[src/design/websocket_frame_deframer_defines.svh]
// assertion macros for the websocket frame deframer parser rtl
// no dependencies; clocked on clock and disabled while reset is high
`ifndef WEBSOCKET_FRAME_DEFRAMER_DEFINES_SVH
`define WEBSOCKET_FRAME_DEFRAMER_DEFINES_SVH

// same-cycle implication
`define WSFD_ASSERT_IMPLY(label, ante, cons, msg) \
   label: assert property (@(posedge clock) disable iff (reset) (ante) |-> (cons)) \
      else $error(msg);

// next-cycle implication
`define WSFD_ASSERT_NEXT(label, ante, cons, msg) \
   label: assert property (@(posedge clock) disable iff (reset) (ante) |=> (cons)) \
      else $error(msg);

`endif

[src/design/wsfd_pkg.sv]
// types, codes and helpers for the websocket frame deframer
// no dependencies
package wsfd_pkg;

   typedef enum logic [2:0] {
      PH_BYTE0   = 3'd0,
      PH_BYTE1   = 3'd1,
      PH_EXTLEN  = 3'd2,
      PH_KEY     = 3'd3,
      PH_PAYLOAD = 3'd4
   } phase_type;

   localparam logic KIND_HEADER  = 1'b0;
   localparam logic KIND_PAYLOAD = 1'b1;

   localparam logic [6:0] LEN7_MAX_DIRECT = 7'd125;
   localparam logic [6:0] LEN7_EXT16      = 7'd126;
   localparam logic [3:0] EXT16_START     = 4'd6;
   localparam logic [3:0] EXT64_START     = 4'd0;
   localparam logic [3:0] EXTLEN_END      = 4'd8;
   localparam logic [3:0] KEY_END         = 4'd4;

   typedef struct packed {
      logic        kind;
      logic [7:0]  data;
      logic        fin;
      logic [2:0]  rsv;
      logic [3:0]  opcode;
      logic        masked;
      logic [63:0] length;
      logic        last;
   } result_type;

   // key byte for a payload offset, first received key byte at offset 0
   function automatic logic [7:0] key_byte(input logic [31:0] key, input logic [1:0] idx);
      logic [7:0] k;
      case (idx)
         2'd0: k = key[31:24];
         2'd1: k = key[23:16];
         2'd2: k = key[15:8];
         default: k = key[7:0];
      endcase
      return k;
   endfunction

endpackage

[src/design/wsfd_parser.sv]
// frame header parser and payload unmasking for the websocket frame deframer
// depends on wsfd_pkg and websocket_frame_deframer_defines.svh
`include "websocket_frame_deframer_defines.svh"

module wsfd_parser (
   input  logic                 clock,
   input  logic                 reset,
   input  logic                 in_valid,
   input  logic [7:0]           in_byte,
   output logic                 emit,
   output wsfd_pkg::result_type result
);

   wsfd_pkg::phase_type phase_ff, phase_in;
   logic [3:0]  cnt_ff, cnt_in;
   logic [8:0]  flags_ff, flags_in;
   logic [63:0] len_ff, len_in;
   logic [31:0] key_ff, key_in;
   logic [63:0] done_ff, done_in;

   logic [6:0]  len7;
   logic [3:0]  cnt_inc;
   logic [63:0] done_inc;
   logic        is_last;

   assign len7     = in_byte[6:0];
   assign cnt_inc  = cnt_ff + 4'd1;
   assign done_inc = done_ff + 64'd1;

   // next state
   always_comb begin
      phase_in = phase_ff;
      cnt_in   = cnt_ff;
      flags_in = flags_ff;
      len_in   = len_ff;
      key_in   = key_ff;
      done_in  = done_ff;
      emit     = 1'b0;
      is_last  = 1'b0;
      case (phase_ff)
         wsfd_pkg::PH_BYTE1: begin
            flags_in = {in_byte[7], flags_ff[7:0]};
            key_in   = 32'd0;
            if (len7 <= wsfd_pkg::LEN7_MAX_DIRECT) begin
               len_in = {57'd0, len7};
               cnt_in = 4'd0;
               if (in_byte[7]) begin
                  phase_in = wsfd_pkg::PH_KEY;
               end else begin
                  done_in  = 64'd0;
                  emit     = 1'b1;
                  is_last  = (len7 == 7'd0);
                  phase_in = is_last ? wsfd_pkg::PH_BYTE0 : wsfd_pkg::PH_PAYLOAD;
               end
            end else begin
               len_in   = 64'd0;
               cnt_in   = (len7 == wsfd_pkg::LEN7_EXT16) ? wsfd_pkg::EXT16_START
                                                         : wsfd_pkg::EXT64_START;
               phase_in = wsfd_pkg::PH_EXTLEN;
            end
         end
         wsfd_pkg::PH_EXTLEN: begin
            len_in = {len_ff[55:0], in_byte};
            cnt_in = cnt_inc;
            if (cnt_inc >= wsfd_pkg::EXTLEN_END) begin
               cnt_in = 4'd0;
               if (flags_ff[8]) begin
                  phase_in = wsfd_pkg::PH_KEY;
               end else begin
                  done_in  = 64'd0;
                  emit     = 1'b1;
                  is_last  = (len_in == 64'd0);
                  phase_in = is_last ? wsfd_pkg::PH_BYTE0 : wsfd_pkg::PH_PAYLOAD;
               end
            end
         end
         wsfd_pkg::PH_KEY: begin
            key_in = {key_ff[23:0], in_byte};
            cnt_in = cnt_inc;
            if (cnt_inc >= wsfd_pkg::KEY_END) begin
               cnt_in   = 4'd0;
               done_in  = 64'd0;
               emit     = 1'b1;
               is_last  = (len_ff == 64'd0);
               phase_in = is_last ? wsfd_pkg::PH_BYTE0 : wsfd_pkg::PH_PAYLOAD;
            end
         end
         wsfd_pkg::PH_PAYLOAD: begin
            done_in = done_inc;
            emit    = 1'b1;
            is_last = (done_inc >= len_ff);
            if (is_last) begin
               phase_in = wsfd_pkg::PH_BYTE0;
            end
         end
         default: begin
            // first header byte, also taken for undefined phase codes
            flags_in = {1'b0, in_byte};
            cnt_in   = 4'd0;
            len_in   = 64'd0;
            key_in   = 32'd0;
            done_in  = 64'd0;
            phase_in = wsfd_pkg::PH_BYTE1;
         end
      endcase
   end

   // result fields, built from the updated header state
   always_comb begin
      result.kind   = (phase_ff == wsfd_pkg::PH_PAYLOAD) ? wsfd_pkg::KIND_PAYLOAD
                                                         : wsfd_pkg::KIND_HEADER;
      result.data   = (phase_ff == wsfd_pkg::PH_PAYLOAD)
                      ? (in_byte ^ wsfd_pkg::key_byte(key_ff, done_ff[1:0])) : 8'd0;
      result.fin    = flags_in[7];
      result.rsv    = flags_in[6:4];
      result.opcode = flags_in[3:0];
      result.masked = flags_in[8];
      result.length = len_in;
      result.last   = is_last;
   end

   always_ff @(posedge clock) begin
      if (reset) begin
         phase_ff <= wsfd_pkg::PH_BYTE0;
         cnt_ff   <= 4'd0;
         flags_ff <= 9'd0;
         len_ff   <= 64'd0;
         key_ff   <= 32'd0;
         done_ff  <= 64'd0;
      end else if (in_valid) begin
         phase_ff <= phase_in;
         cnt_ff   <= cnt_in;
         flags_ff <= flags_in;
         len_ff   <= len_in;
         key_ff   <= key_in;
         done_ff  <= done_in;
      end
   end

   `WSFD_ASSERT_IMPLY(a_payload_below_length, phase_ff == wsfd_pkg::PH_PAYLOAD, done_ff < len_ff, "payload count reached length inside payload phase")
   `WSFD_ASSERT_IMPLY(a_key_count_range, phase_ff == wsfd_pkg::PH_KEY, cnt_ff < wsfd_pkg::KEY_END, "key byte count out of range")
   `WSFD_ASSERT_NEXT(a_last_returns_to_byte0, in_valid && emit && result.last, phase_ff == wsfd_pkg::PH_BYTE0, "frame end did not return to first header byte")
   `WSFD_ASSERT_IMPLY(a_payload_kind_phase, in_valid && emit && (result.kind == wsfd_pkg::KIND_PAYLOAD), phase_ff == wsfd_pkg::PH_PAYLOAD, "payload result outside payload phase")

endmodule

[src/design/websocket_frame_deframer.sv]
// websocket frame deframer top level: input register, parser, result register
// depends on wsfd_pkg and wsfd_parser
//
// Takes a received websocket byte stream one request per cycle when not stalled
// and emits one header result when a frame header is complete (base length,
// optional 16- or 64-bit big-endian extension, optional 4-byte masking key), then
// one result per payload byte, unmasked with the key byte picked by the running
// payload offset. The last payload byte, or the header of a zero-length frame, is
// flagged last. Header bytes that complete nothing produce no result. Throughput
// is one request per clock unless the result register stalls; a request passes
// through the input register, then the result register. The clock rate is set by
// the 64-bit payload counter increment and its compare against the frame length.
// A request is processed only when the result register is empty or being drained,
// so req_ready follows rsp_ready through that single decision.
module websocket_frame_deframer (
   input  logic        clock,
   input  logic        reset,
   // request channel
   input  logic        req_valid,
   output logic        req_ready,
   input  logic [7:0]  req_in_byte,
   // result channel
   output logic        rsp_valid,
   input  logic        rsp_ready,
   output logic        rsp_result_kind,
   output logic [7:0]  rsp_data_byte,
   output logic        rsp_fin_bit,
   output logic [2:0]  rsp_reserved_bits,
   output logic [3:0]  rsp_frame_opcode,
   output logic        rsp_masked_flag,
   output logic [63:0] rsp_payload_length,
   output logic        rsp_last_of_frame
);

   // input register
   logic       in_vld_ff, in_vld_in;
   logic [7:0] in_byte_ff, in_byte_in;

   // result register
   logic                 out_vld_ff, out_vld_in;
   wsfd_pkg::result_type out_res_ff, out_res_in;

   logic                 process;
   logic                 emit;
   wsfd_pkg::result_type result;

   // the held request moves on when the result slot is free or freeing up
   assign process   = in_vld_ff && (!out_vld_ff || rsp_ready);
   assign req_ready = !in_vld_ff || process;

   wsfd_parser u_parser (
      .clock    (clock),
      .reset    (reset),
      .in_valid (process),
      .in_byte  (in_byte_ff),
      .emit     (emit),
      .result   (result)
   );

   always_comb begin
      in_vld_in  = in_vld_ff;
      in_byte_in = in_byte_ff;
      if (req_valid && req_ready) begin
         in_vld_in  = 1'b1;
         in_byte_in = req_in_byte;
      end else if (process) begin
         in_vld_in = 1'b0;
      end
   end

   always_comb begin
      out_vld_in = out_vld_ff;
      out_res_in = out_res_ff;
      if (process) begin
         // header bytes with nothing to report leave the slot empty
         out_vld_in = emit;
         out_res_in = result;
      end else if (rsp_ready) begin
         out_vld_in = 1'b0;
      end
   end

   always_ff @(posedge clock) begin
      if (reset) begin
         in_vld_ff  <= 1'b0;
         out_vld_ff <= 1'b0;
      end else begin
         in_vld_ff  <= in_vld_in;
         out_vld_ff <= out_vld_in;
      end
   end

   // payload registers, no reset needed
   always_ff @(posedge clock) begin
      in_byte_ff <= in_byte_in;
      out_res_ff <= out_res_in;
   end

   assign rsp_valid          = out_vld_ff;
   assign rsp_result_kind    = out_res_ff.kind;
   assign rsp_data_byte      = out_res_ff.data;
   assign rsp_fin_bit        = out_res_ff.fin;
   assign rsp_reserved_bits  = out_res_ff.rsv;
   assign rsp_frame_opcode   = out_res_ff.opcode;
   assign rsp_masked_flag    = out_res_ff.masked;
   assign rsp_payload_length = out_res_ff.length;
   assign rsp_last_of_frame  = out_res_ff.last;

endmodule

[config.mk]
export PLATFORM = sky130hd
export DESIGN_NAME = websocket_frame_deframer
export DESIGN_NICKNAME = d
export VERILOG_FILES = /design/src/design/wsfd_pkg.sv /design/src/design/wsfd_parser.sv /design/src/design/websocket_frame_deframer.sv
export VERILOG_INCLUDE_DIRS = /design/src /design/src/design
export SDC_FILE = /design/constraint.sdc
export NUM_CORES = 1
export LEC_CHECK = 0
export ABC_AREA = 1
export BUFFER_PORTS_ARGS = -buffer_cell sky130_fd_sc_hd__buf_2
export CORE_ASPECT_RATIO = 0.9
export CORE_UTILIZATION = 60
export CTS_CLUSTER_SIZE = 16
export DETAILED_ROUTE_END_ITERATION = 16
export PLACE_DENSITY = 0.79
export SYNTH_ARGS = -nofsm -noshare
export SYNTH_HDL_FRONTEND = slang
export SYNTH_SLANG_ARGS = --single-unit
[constraint.sdc]
create_clock -name clock -period 3.55 [get_ports clock]
set_clock_uncertainty 0.05 [all_clocks]
set_input_delay 0.355 -clock clock [delete_from_list [all_inputs] [get_ports clock]]
set_output_delay 0.355 -clock clock [all_outputs]
set_load 0.005 [all_outputs]
Word-level counts from Yosys, hierarchy flattened
Cells that the tools add are included.

word-level totals
  register bits = 269
  input bits = 12
  output and inout port bits = 85

operators by class
  $add $sub $neg = 2
  order comparisons = 4
  equality and inequality tests = 13
  mux-type cells = 43
  bitwise gates (word level) = 3
  reduce and logical (&&, ||, !) cells = 19

operators by type and width
  cell                     number
  $mux W64                 5
  $pmux W64 S4             1
  $pmux W64 S3             1
  $logic_not A64 Y1        2
  $add A64 B1 Y64 const B  1
  $ge A64 B64 Y1           1
  $pmux W32 S2             1
  $mux W3                  10
  $pmux W8 S3              1
  $pmux W9 S2              1
  $pmux W4 S4              1
  $mux W1                  15
  $mux W4                  3
  $pmux W3 S4              1
  $ne A2 B1 Y1 const B     4
  $pmux W1 S4              2
  $xor A8 B8 Y8            1
  $eq A7 B7 Y1 const B     1
  $le A7 B7 Y1 const B     1
  $logic_not A7 Y1         1
  $mux W7                  1
  $eq A3 B2 Y1 const B     2
  $reduce_and A6 Y1        1
  $add A4 B1 Y4 const B    1
  17 further kinds         25

Longest topological paths before layout
Gate-level depths: netlist (run 1).

  depth in word-level cells = 6
  mapped depth = 23
  depth with buffers taken out = 23

By module
A second synthesis (run 1) with hierarchy kept.

unflattened totals
  cells, all modules = 1796
  area, all modules = 14121.0 µm²

by module, submodules not included
  module                    times used  cells each  area each (µm²)
  wsfd_parser               1           1693        11294.6
  websocket_frame_deframer  1           103         2826.5

Worst setup path after synthesis (run 1)
OpenSTA, ideal clock, no wires.

  path type = input -> register
  start point = input rsp_ready
  end point = register out_vld_ff (netlist: rsp_valid)
  setup time = 0.070 ns
  arrival time = 2.979 ns
  required time = 3.430 ns
  slack = 0.450 ns
  stages = 8
  buffers on the path = 2
  cells stage by stage = inv_1 nand2_1 nand2_1 buf_2 buf_2 inv_1 o31ai_1 a21oi_1

between the ends
  longest elaborated chain between the ends = 3
  elaborated cells between the ends (all ways) = 4
  classes of those cells = mux (1); reduce/logical (3)

RTL lines
  element                                               RTL line                        RTL
  start, declared                                       websocket_frame_deframer.sv:24  input logic rsp_ready,
  $logic_or A1 B1 Y1 (*)                                websocket_frame_deframer.sv:48  assign process = in_vld_ff && (!out_vld_ff || rsp_ready);
  $logic_and A1 B1 Y1 (*)                               websocket_frame_deframer.sv:48
  named net process                                     websocket_frame_deframer.sv:43  logic process;
  $mux W1 / $reduce_bool A2 Y1 (equally long branches)  --
  end signal, assigned                                  websocket_frame_deframer.sv:89  out_vld_ff <= out_vld_in;
  end, declared                                         websocket_frame_deframer.sv:40  logic out_vld_ff, out_vld_in;

The timed path passes the listed nets; every way through them passes the cells marked *.
A chain may end at the register's enable or synchronous reset.

Worst setup path after layout (run 1)
  start point = register u_parser.done_ff[0]
  end point = register u_parser.phase_ff[1]

between the ends
  longest elaborated chain between the ends = 4

RTL lines
  element                      RTL line            RTL
  start, declared              wsfd_parser.sv:19   logic [63:0] done_ff, done_in;
  start signal, assigned       wsfd_parser.sv:136  done_ff <= done_in;
  $add A64 B1 Y64              wsfd_parser.sv:28   assign done_inc = done_ff + 64'd1;
  $ge A64 B64 Y1               wsfd_parser.sv:91   is_last = (done_inc >= len_ff);
  $ne A2 B1 Y1 (no line)       --
  $reduce_and A4 Y1 (no line)  --
  end signal, assigned         wsfd_parser.sv:124  phase_ff <= wsfd_pkg::PH_BYTE0;
  end signal, assigned         wsfd_parser.sv:131  phase_ff <= phase_in;
  end, declared                wsfd_parser.sv:14   wsfd_pkg::phase_type phase_ff, phase_in;

No other way between the ends.

==> results of run 1 <==
cells in the final DEF (no fill, tap or decap), types with 9 or more instances in the layout:
| master | Yosys | layout |
|---|---|---|
| nand2_1 | 355 | 354 |
| inv_1 | 260 | 259 |
| a21oi_1 | 189 | 189 |
| dfxtp_1 | 178 | 176 |
| nor2_1 | 155 | 147 |
| o21ai_0 | 99 | 99 |
| buf_2 | 23 | 95 |
| edfxtp_1 | 91 | 91 |
| nand3_1 | 82 | 79 |
| o22ai_1 | 72 | 72 |
| ha_1 | 70 | 70 |
| buf_4 | 6 | 69 |
| nand4_1 | 41 | 41 |
| xor2_1 | 36 | 34 |
| clkbuf_16 | 0 | 28 |
| nor3_1 | 29 | 27 |
| a22oi_1 | 19 | 19 |
| xnor2_1 | 15 | 13 |
| nor2_2 | 6 | 11 |
| inv_2 | 9 | 9 |
| o21ai_1 | 9 | 9 |
routing by layer:
| metal | global-route usage | routed length (um) |
|---|---|---|
| met3 | 0.0659 | 4300 |
| met2 | 0.529 | 18600 |
| met1 | 0.503 | 18200 |
| met4 | 0.126 | 1530 |
| met5 | 0 | 0 |
cells in the mapped netlist, drive strengths merged:
library cell  count  share of area
xnor2            15         0.0093
a22oi            19          0.010
inv             269          0.071
edfxtp           91           0.19
and3              1        0.00044
o21ai           108          0.038
a21o              2         0.0011
xor2             36          0.022
a21oi           189          0.067
nor3             36          0.016
nand2           358          0.095
dfxtp           178           0.25
and2              8         0.0035
a32oi             1        0.00062
nand3            82          0.029
o21bai            1        0.00053
nand4            41          0.018
a22o              3         0.0019
clkbuf           47          0.012
nor3b             2         0.0011
ha               70          0.062
or2               5         0.0022
nor4              4         0.0022
o31ai             1        0.00053
a211oi            5         0.0026
o22ai            72          0.032
buf              30          0.012
o2111ai           1        0.00062
nand3b            1        0.00053
nor2            162          0.044
power by group:
part | internal (W) | leakage (nW) | switching (W) | total, W
combinational | 0.000201 | 4.39 | 0.000518 | 0.000720
clock | 0.00167 | 0.445 | 0.00126 | 0.00293
sequential | 0.00331 | 2.32 | 0.0000440 | 0.00335
total | 0.00518 | 7.15 | 0.00182 | 0.00701
tightest hold or removal path: stages:
cell and delay [ps]:
buf_2 90, nand2_1 70, a21oi_1 60
state kept, by name (all words and copies together) (netlist names), 3 cells and up:
register,flops
rsp_frame_opcode,4
rsp_payload_length,64
u_parser.flags_ff,9
u_parser.phase_ff,3
rsp_reserved_bits,3
u_parser.len_ff,64
u_parser.done_ff,64
u_parser.cnt_ff,4
rsp_data_byte,8
in_byte_ff,8
u_parser.key_ff,32
kinds of logic (layout without fill, tap and decap cells):
family          after synthesis  in the layout  share of synthesized area
xor+xnor                     51             51                     0.0315
flops                       269            269                      0.444
compound gates              402            402                      0.154
buf+inv                     346            493                     0.0952
simple gates                700            700                      0.213
fa+ha+maj                    70             70                     0.0618
timing repair:
item / in CTS / in global routing
buffers inserted: 0 / 5
resized for setup: 3 / 19
hold buffers: 8 / 0
endpoints found under the hold margin: 8 / 0
setup endpoints to repair: 4 / 4
pin swaps: 0 / 4
per-stage QoR:
step / area [sq um] / power (W) / setup TNS [ps] / instances
2_1_floorplan: 14200 / 0.00388 / 0 / 1838
3_3_place_gp: 15200 / 0.00408 / -425 / 2219
3_5_place_dp: 15200 / 0.00410 / -601 / 2219
4_1_cts: 16200 / 0.00701 / 0 / 2277
5_1_grt: 16300 / 0.00722 / -164 / 2282
6_report: 16300 / 0.00701 / 0 / 2282
how the worst min path moves through the flow:
stage,endpoint,slack [ps],cells past startpoint
6_report,in_vld_ff,20,3
5_1_grt,in_vld_ff,50,3
4_1_cts,in_vld_ff,20,3
3_5_place_dp,u_parser.key_ff[28],410,2
3_3_place_gp,u_parser.cnt_ff[3],400,2
2_1_floorplan,u_parser.cnt_ff[3],390,2
cell type report:
cell class	count	area [sq um]
fill	1860	6490
multi-input combinational	1223	6640
timing repair buffer	174	1110
sequential	269	6300
clock inverter	13	144
clock buffer	37	764
inverter	269	1010
tap	297	372
==> reports/metrics.cfg, run 1 <==
[critical_path]
start_kind=flip-flop
timing.rr.end=u_parser.phase_ff[1]
crit_buf_inv=3
critPathMaxFanout=8
max_stage_delay_ps=410
endpoint=u_parser.phase_ff[1]
ff2ff_setup_slack_ps=150
path_class=reg2reg
rr_worst_depth=21
required_ps=3950
r2r_start=u_parser.done_ff[0]
cpMaxStageDelayCell=dfxtp_4
path_cells=ha_1 -> inv_1 -> nor3_4 -> nand2_4 -> nor3_4 -> nand2_2 -> inv_1 -> nand3_2 -> xnor2_2 -> ha_1 -> nand2_1 -> nor2_1 -> and2_1 -> nand3_1 -> inv_1 -> nand2_1 -> nand2_1 -> nor2_2 -> nand3_2 -> a21oi_1 -> nor2_1
cp.depth=21
cp-startpoint=u_parser.done_ff[0]
arrival_ps=3810
critical_path.top_delay_family=simple AND/OR/NAND/NOR gates
end_kind=flip-flop

[placed_design]
place_hpwl_um=31300
port_buffers=96
gp_congestion=0.971
pre_cts_slack_ps=-188

[drt]
dr.pass1.iters=6
post_drt_wl_per_cell_um=18.7
route.detailed.vias_per_inst=5.84
drtAntennaViolNets=0
vias=13336
drc=0
drt-total-wl_um=42700
drt-initial-drc-count=1768

[clock_tree]
cts_sinks=269
insertion_delay_ps=560
cts_tree=built
numCtsBuffers=27
htreeDepth=1
cts_buffer_depth=3
cts_root_buf=clkbuf_16
clk_pin_slew_ps=70

[die]
die_width_um=164
core_sq_mm=0.0228
fp.dieArea_sq_mm=0.0243
io_pins=97
initial_core_util=0.621
rows=52
die_h_um=148

[synth]
syn_inst=1838
yosysSeqAreaShare=0.444
synth_seq_cells=269
synth_nets=1920
synth_area_sq_mm=0.0142
ys_types=40
syn_avg_cell_area_sq_um=7.72
ys_warn_count=0

[global_route]
grt_pass1_vias=12185
grt_usage=0.352
grt_start_max_net_pins=80
grt_pass1_wl_um=66100
grt.overflow.total=0
antenna_found_initial=0

[power_and_ir_drop]
peakVddDrop_uv=559
power_density_mw_per_mm2=429
p_leak_nw=7.15

[cells_and_area]
layout.nets=2046
finalCoreUtilization=0.716
layout-drive-gt1-share=0.132
area_growth_pct=15.3
num_antenna_cells=0

[sta]
hold_viol=0
worst_pin_slew_ps=857
period_share=0.959
maxSlewHeadroom=0.428
whs_ps=22.3
final_max_slew_viol_count=0
fin_ws_ps=146
setup_viol=0
timing.fmax_ghz=0.294
min_period_ps=3400

[worst_hold_path]
hp-start=req_valid
worst_hold_path_type=in2reg

[run]
cap_viol_max_count=0

[run_status]
status=finished, final reports clean

(Power assumes the default switching activity.)
==> run 2, diff against run 1 <==
- CELL_PAD_IN_SITES_DETAIL_PLACEMENT: not set -> 0
- CELL_PAD_IN_SITES_GLOBAL_PLACEMENT: not set -> 1
- CORE_UTILIZATION: 60 -> 45
- MAX_ROUTING_LAYER: not set -> met4
- PLACE_DENSITY: 0.79 -> not set
- PLACE_DENSITY_LB_ADDON: not set -> 0.1
==> reports/metrics.cfg, run 2 (synthesis results as in run 1) <==
[run_status]
status=finished, final reports clean

[placed_design]
gp_congestion=0.933  ; -3.9%
place_hpwl_um=34100  ; +8.9%
port_buffers=96  ; unchanged

[power_and_ir_drop]
power_density_mw_per_mm2=422  ; -1.6%
p_leak_nw=7.53  ; +5.3%
peakVddDrop_uv=447  ; -20%

[worst_hold_path]
hold-path-cell-count=4  ; +1
worst_hold_path_type=in2reg

[cells_and_area]
layout-drive-gt1-share=0.168  ; +0.0353
num_antenna_cells=0  ; unchanged
most-common-layout-cells=nand2_1 (348), inv_1 (258), a21oi_1 (189), dfxtp_1 (176), nor2_1 (139)
layout_commonest_cell=nand2_1
area_growth_pct=20.3
fillers=3005  ; +62%
finalCoreUtilization=0.551  ; -0.165
layout.nets=2091  ; +2.2%

[global_route]
grt.overflow.total=0  ; unchanged
grt_usage=0.290  ; -0.0622
grt_pass1_vias=11862  ; -2.7%
grt_start_max_net_pins=88  ; +10%
grt_pass1_wl_um=69600  ; +5.3%
antenna_found_initial=0  ; unchanged

[clock_tree]
cts_tree=built
cts_root_buf=clkbuf_16
cts_buffer_depth=3  ; unchanged
htreeDepth=1  ; unchanged
cts_sinks=269  ; unchanged
clk_pin_slew_ps=60  ; about the same
insertion_delay_ps=570  ; about the same
numCtsBuffers=29  ; +7.4%

[sta]
final_max_slew_viol_count=0  ; unchanged
whs_ps=61.6  ; +39.2 ps
min_period_ps=3360  ; -46.2 ps
timing.fmax_ghz=0.298  ; +1.4%
worst_pin_slew_ps=879  ; +21.3 ps
hold_viol=0  ; unchanged
period_share=0.946  ; -0.0130
setup_viol=0  ; unchanged
maxSlewHeadroom=0.414  ; -0.0142

[die]
die_h_um=170  ; +15%
io_pins=97  ; unchanged
fp.dieArea_sq_mm=0.0322  ; +33%
die_width_um=189  ; +15%
rows=61  ; +17%
core_sq_mm=0.0310  ; +36%
initial_core_util=0.458  ; -0.163

[drt]
route.detailed.vias_per_inst=5.29  ; -9.4%
drc=0  ; unchanged
vias=12919  ; -3.1%
drt-initial-drc-count=1270  ; -28%
post_drt_wl_per_cell_um=18.6  ; -0.84%
drtAntennaViolNets=0  ; unchanged
dr.pass1.iters=5  ; -1
drt-total-wl_um=45300  ; +6.1%

[critical_path]
end_kind=flip-flop
required_ps=3810  ; -140 ps
rr_worst_depth=20  ; -4.8%
path_class=reg2reg
critPathMaxFanout=5  ; -3
arrival_ps=3620  ; -190 ps
start_kind=flip-flop

[run]
cap_viol_max_count=0  ; unchanged

[run 2: final cells by class]
type,instances,area (sq um),share of cell area
timing repair buffer,217,1440,0.0845
clock inverter,18,199,0.0117
tap,409,512,0.0300
sequential,269,6300,0.369
clock buffer,36,782,0.0458
multi-input combinational,1223,6820,0.400
inverter,269,1010,0.0594
[run 2: final timing paths]
kind / startpoint / end / slack [ps]
setup / recovery: u_parser.done_ff[2] / rsp_last_of_frame / 190
hold / removal: rsp_ready / in_vld_ff / 60
setup reg to reg: u_parser.done_ff[2] / rsp_last_of_frame / 190
hold reg to reg: u_parser.cnt_ff[3] / u_parser.cnt_ff[3] / 410
[run 2: critical path: stages (launching register included)]
cell and delay [ps]:
dfxtp_1 420, nand3_1 190, inv_1 170, nand2_2 160, nor3_4 280, buf_4 180
xnor2_1 110, inv_1 80, ha_1 290, a21o_1 180, nor2_1 110, nand2_1 120
nand2_1 100, nand2_1 50, nor2_1 110, nand2_2 110, nand2_2 90, buf_4 100
nand2_1 50, nand2_1 60, o2111ai_1 100
[run 2: what timing repair did]
| item | CTS | global route |
|---|---|---|
| hold buffers | 9 | 0 |
| gates resized for setup | 4 | 60 |
| setup endpoints to repair | 4 | 4 |
| setup buffers | 0 | 5 |
| pin swaps | 0 | 10 |
| endpoints found under the hold margin | 9 | 0 |
[run 2: stage by stage]
stage	power, W	cell area (sq um)	setup TNS [ps]	setup WS, ps	std cells
2_1_floorplan	0.00388	14200	0	450	1838
3_3_place_gp	0.00412	15700	-340	-110	2373
3_5_place_dp	0.00413	15700	-364	-114	2373
4_1_cts	0.00723	16800	-4.21	-4.21	2436
5_1_grt	0.00746	17100	-41.4	-29.6	2441
6_report	0.00720	17100	0	192	2441
[run 2: power breakdown]
group	internal, W	switching (W)
logic	0.000208	0.000520
clock network	0.00185	0.00126
registers	0.00331	0.0000443
total	0.00537	0.00183
[run 2: per-layer routing]
metal | GRT usage | part of all wire | routed length, um | vias to the layer above
li1 | - | - | - | 6463
met1 | 0.419 | 0.49 | 22000 | 5992
met2 | 0.435 | 0.44 | 19800 | 406
met3 | 0.0303 | 0.056 | 2530 | 58
met4 | 0.0631 | 0.021 | 969 | 0
met5 | - | 0 | 0 | -
